$ cat config.mk
export PLATFORM = sky130hd
export DESIGN_NAME = rmms_ctrl
export DESIGN_NICKNAME = d
export VERILOG_FILES = /design/src/sv/rmms_pkg.sv /design/src/sv/rmms_ctrl.sv
export SDC_FILE = /design/constraint.sdc
export NUM_CORES = 1
export LEC_CHECK = 0
export ABC_AREA = 1
export BUFFER_PORTS_ARGS = -buffer_cell sky130_fd_sc_hd__buf_2
export CAP_MARGIN = 10
export CORE_AREA = 2 2 39 41
export DETAILED_ROUTE_END_ITERATION = 8
export DIE_AREA = 0 0 41 43
export SYNTH_ARGS = -nofsm -noshare
export SYNTH_HDL_FRONTEND = slang
export SYNTH_SLANG_ARGS = --single-unit
export TNS_END_PERCENT = 20
$ cat constraint.sdc
create_clock -name clk -period 2.7 [get_ports clk]
set_input_delay 0.135 -clock clk [delete_from_list [all_inputs] [get_ports clk]]
set_output_delay 0.135 -clock clk [all_outputs]
set_load 0.02 [all_outputs]
$ cat src/sv/rmms_pkg.sv
// Shared types and constants for the range minimum/maximum segment tree.
// Used by rmms_ctrl, rmms_datapath and range_min_max_segment_tree.
// No dependencies.
package rmms_pkg;

	localparam int LEAVES   = 1024;
	localparam int NODE_CNT = 2 * LEAVES;
	localparam int NODE_W   = $clog2(NODE_CNT);
	localparam int PTR_W    = NODE_W + 1;
	localparam int POS_W    = 11;
	localparam int VAL_W    = 31;

	localparam logic signed [VAL_W-1:0] SENT_HIGH = VAL_W'(32'sh3f3f3f3f);
	localparam logic signed [VAL_W-1:0] SENT_LOW  = VAL_W'(-32'sh3f3f3f3f);

	localparam logic CMD_WRITE = 1'b0;
	localparam logic CMD_QUERY = 1'b1;

	typedef enum logic [2:0] {
		S_CLEAR,
		S_IDLE,
		S_DECODE,
		S_W_READ,
		S_W_MERGE,
		S_Q_LEFT,
		S_Q_RIGHT,
		S_FINISH
	} state_t;

	typedef enum logic [3:0] {
		OP_NONE,
		OP_LOAD,
		OP_CLEAR,
		OP_LEAF,
		OP_WREAD,
		OP_WMERGE,
		OP_QINIT,
		OP_QBAD,
		OP_QLEFT,
		OP_QRIGHT
	} dp_op_t;

	typedef struct packed {
		dp_op_t op;
		logic   load_out;
	} ctrl_cmd_t;

	typedef struct packed {
		logic cmd_query;
		logic write_ok;
		logic query_bad;
		logic k_is_root;
		logic q_done;
		logic clear_last;
	} dp_status_t;

endpackage

$ cat src/sv/rmms_ctrl.sv
// Sequencer for the segment tree: clearing pass, write walk and query walk.
// Drives the datapath through rmms_pkg::ctrl_cmd_t; depends on rmms_pkg.
module rmms_ctrl (
	input  logic                clk,
	input  logic                arst_n,
	input  logic                in_valid,
	output logic                in_ready,
	output logic                out_valid,
	input  logic                out_ready,
	input  rmms_pkg::dp_status_t st,
	output rmms_pkg::ctrl_cmd_t  cmd
);
	import rmms_pkg::*;

	state_t state_q, state_d;
	logic   out_valid_q;

	always_ff @(posedge clk or negedge arst_n) begin
		if (!arst_n) begin
			state_q     <= S_CLEAR;
			out_valid_q <= 1'b0;
		end else begin
			state_q <= state_d;
			if (cmd.load_out)
				out_valid_q <= 1'b1;
			else if (out_ready)
				out_valid_q <= 1'b0;
		end
	end

	always_comb begin
		state_d      = state_q;
		cmd.op       = OP_NONE;
		cmd.load_out = 1'b0;
		in_ready     = 1'b0;
		unique case (state_q)
			S_CLEAR: begin
				cmd.op = OP_CLEAR;
				if (st.clear_last)
					state_d = S_IDLE;
			end
			S_IDLE: begin
				in_ready = 1'b1;
				if (in_valid) begin
					cmd.op  = OP_LOAD;
					state_d = S_DECODE;
				end
			end
			S_DECODE: begin
				if (st.cmd_query == CMD_WRITE) begin
					if (st.write_ok) begin
						cmd.op  = OP_LEAF;
						state_d = S_W_READ;
					end else begin
						state_d = S_IDLE;
					end
				end else if (st.query_bad) begin
					cmd.op  = OP_QBAD;
					state_d = S_FINISH;
				end else begin
					cmd.op  = OP_QINIT;
					state_d = S_Q_LEFT;
				end
			end
			S_W_READ: begin
				if (st.k_is_root) begin
					state_d = S_IDLE;
				end else begin
					cmd.op  = OP_WREAD;
					state_d = S_W_MERGE;
				end
			end
			S_W_MERGE: begin
				cmd.op  = OP_WMERGE;
				state_d = S_W_READ;
			end
			S_Q_LEFT: begin
				if (st.q_done) begin
					state_d = S_FINISH;
				end else begin
					cmd.op  = OP_QLEFT;
					state_d = S_Q_RIGHT;
				end
			end
			S_Q_RIGHT: begin
				cmd.op  = OP_QRIGHT;
				state_d = S_Q_LEFT;
			end
			S_FINISH: begin
				if (!out_valid_q || out_ready) begin
					cmd.load_out = 1'b1;
					state_d      = S_IDLE;
				end
			end
			default: state_d = S_IDLE;
		endcase
	end

	assign out_valid = out_valid_q;

	// A pending result is never overwritten before the receiver takes it.
	a_no_overwrite: assert property (@(posedge clk) disable iff (!arst_n)
		cmd.load_out |-> (!out_valid_q || out_ready))
		else $error("result register overwritten while stalled");

	// The store leaves the clearing pass only after its last entry.
	a_clear_done: assert property (@(posedge clk) disable iff (!arst_n)
		(state_q == S_IDLE && $past(state_q) == S_CLEAR) |-> $past(st.clear_last))
		else $error("clearing pass ended early");

	// Each merge uses sibling data fetched in the cycle before.
	a_merge_order: assert property (@(posedge clk) disable iff (!arst_n)
		state_q == S_W_MERGE |-> $past(state_q) == S_W_READ)
		else $error("merge without sibling read");

endmodule

Word-level counts from Yosys, hierarchy flattened
Cells that the tools add are included.

Flip-flop bits (word level): 4. Bits of input ports: 10. Output and inout port bits: 7. Word-level logic and storage cells: 38.

Eq/ne operators: 10. Multiplexer cells: 21. Reduce and logical (&&, ||, !) cells: 5.

Operators with widths (number): $pmux W4 S7 (1); $pmux W3 S8 (1); $mux W3 (6); $eq A3 B3 Y1 const B (4); $mux W1 (8); $mux W4 (2); $eq A3 B2 Y1 const B (2); $mux W2 (3); $ne A2 B2 Y1 const B (3); $eq A3 B1 Y1 const B (1); $logic_not A3 Y1 (1); $reduce_and A3 Y1 (1); $reduce_bool A2 Y1 (1); $logic_not A1 Y1 (1); $logic_or A1 B1 Y1 (1).

Logic depth before layout (Yosys ltp)
Word-level depth: 5. Mapped depth: 8. Depth with buffers taken out: 7.

Least setup slack after synthesis
OpenSTA, ideal clock, no wires.

Path kind: reg2out. Start: register state_q[1]. End: output port cmd[4] (netlist name). Data arrival time: 1147 ps. Required time: 2565 ps. Setup slack: 1418 ps. Cell stages (with the launch flop): 5. Path buffers: 1. Cell sequence: dfrtp_1 -> clkbuf_4 -> inv_1 -> nand3_1 -> o21ai_0.

RTL lines: start, declared (line rmms_ctrl.sv:15) `state_t state_q, state_d;`; start signal, assigned (line rmms_ctrl.sv:23) `state_q <= state_d;`; end, declared (line rmms_ctrl.sv:11) `output rmms_pkg::ctrl_cmd_t cmd`.

==> flow_summary.toml <==
[sta]
final.setup_skew_ns = 0.00165
final.setup.tns_ns = 0
fin_crit_ns = 1.55
relSlewSlack_pct = 76.5
fmax_mhz = 646
finalHoldViolations = 0
finalSetupViolCount = 0
maxSlewViolCount = 0
rsz0062_at_grt = "false"
max_slew.worst_pin.slew_ns = 0.352
fin_ws_ns = 1.15
min_period_over_period_pct = 57.4

[cts]
holdBufCountCts = 1
post_cts_buffers = 0
cts_tree = "yes"
cts_buffers = 3
clk_path_buf_depth = 2
root_buffer = "clkbuf_4"
cts_resized = 0
clock_latency_ns = 0.23
clk_pin_slew_ns = 0.04
htree_levels = 1
cts_sinks = 4

[critical_path]
crit_arrival_ns = 1.41
cp.required_ns = 2.57
path_class = "register to output port"
start_kind = "register"
cp_max_fo = 7
cp-end-kind = "output port"

[drt]
drcViolationCount = 0
viasPerCell = 4.48
totalWireLength_um = 830
routedWlPerCell_um = 9.22
firstDrtPassIters = 3
final_antenna_net_count = 0
first_iter_violations = 11
vias = 403

[yosys]
syn_inst = 56
yosysSeqAreaShare_pct = 27.6
synth_cell_types = 16
syn_area_per_cell_um2 = 6.48
synthesis.area_um2 = 363
ys_ff_latch = 4
synth_warnings = 0
syn_nets = 66

[pwr]
ir_drop_v = 0.000319
power_density_nw_per_um2 = 1140
leakagePower_nw = 0.285
p_total_w = 0.000552

[floorplan]
core_area_um2 = 1380
die_x_um = 41
fp.dieArea_um2 = 1760
rows = 14
start_util_pct = 26.2
ios = 17
die_y_um = 43

[placement]
portBuffers = 16
dp_hpwl_um = 697
dp_slack_ns = 1.38
placed_cells = 86
gp_congestion = 0.723

[final_layout]
drive_above_1_share_pct = 35.1
mostFrequentLayoutCells = "buf_2 (16), nand2_1 (14), inv_1 (9)"
nets = 86
final_cell_count_no_fill = 90
n_fill_cell = 153
syn_to_final_growth_pct = 33.1
n_antenna_cell = 0
mostFrequentLayoutCell = "buf_2"

[global_routing]
antenna_found_initial = 0
grt_pass1_vias = 365
grt_max_degree = 11
track_usage_pct = 11.6
grt_first_pass_wirelength_um = 1410
grt.overflow.total = 0

[hold_path]
hp-class = "primary input to register"

[outcome]
run_status = "finished clean"

[run]
max_cap_violations = 0
-- cells in the mapped netlist --
library cell / count / area share (%)
buf_2: 1 / 1.4
clkbuf_4: 1 / 2.1
dfrtp_1: 4 / 28
inv_1: 9 / 9.3
inv_2: 1 / 1.0
nand2_1: 14 / 14
nand2_2: 2 / 3.4
nand2b_4: 1 / 3.8
nand3_1: 3 / 4.1
nand3_2: 1 / 2.8
nand4_1: 6 / 10
nor2_1: 7 / 7.2
nor3_4: 1 / 4.5
o211ai_1: 1 / 2.1
o21ai_0: 3 / 4.1
or2_2: 1 / 1.7
-- power by group --
part	leakage (nW)	internal, W	total (W)	switching (W)
Sequential	0.0502	0.0000885	0.000147	0.0000590
Clock	0.0138	0.0000495	0.0000712	0.0000217
Combinational	0.221	0.000120	0.000333	0.000213
Total	0.285	0.000258	0.000552	0.000294
-- worst max-delay path, cell delays in order, from the launching register on --
cell	delay (ns)
dfrtp_1	0.45
inv_2	0.13
nand2_1	0.06
nor2_1	0.16
o211ai_1	0.14
nand4_1	0.09
buf_2	0.16
-- metrics by stage --
| step | hold WS, ns | util, % | area (um^2) |
|---|---|---|---|
| 6_report | 0.105 | 34.9 | 483 |
| 5_1_grt | 0.114 | 34.9 | 483 |
| 4_1_cts | 0.102 | 34.9 | 483 |
| 3_5_place_dp | -0.0557 | 32.5 | 450 |
| 3_3_place_gp | -0.0564 | 32.5 | 450 |
| 2_1_floorplan | -0.161 | - | 363 |
-- cells by family after synthesis --
family	after synthesis	share of synthesized area, %
simple gates	36	52.4
flops	4	27.6
buf+inv	12	13.8
compound gates	4	6.21
-- final cells by class --
type                            count  area [um^2]  share of cell area, %
Inverter                           10         37.5                   7.77
Sequential cell                     4          100                   20.7
Multi-Input combinational cell     40          213                   44.0
Clock buffer                        3         22.5                   4.66
Timing Repair Buffer               17         90.1                   18.7
Tap cell                           16         20.0                   4.15
-- final timing paths --
kind,endpoint,slack [ns],start,cells past startpoint
hold / removal,out_valid,0.11,out_ready,2
max in group asynchronous,state_q[1],2.34,arst_n,2
min in group asynchronous,out_valid,0.24,arst_n,2
setup / recovery,cmd[1],1.15,state_q[0],6
setup reg to reg,state_q[0],1.44,state_q[2],7
hold reg to reg,out_valid,0.54,out_valid,2
-- layer usage --
metal	wire length (um)	vias up	global-route usage [%]	share of wire, %
met4	0	0	4.00	0
met5	0	-	0	0
met3	48	0	5.24	5.8
li1	-	218	-	-
met2	366	10	15.9	44
met1	414	175	15.7	50
-- state kept, by name, indices dropped and copies added, names as in the netlist --
signal     cells
out_valid      1
state_q        3
No activity file was read; power rests on OpenSTA's default activity.
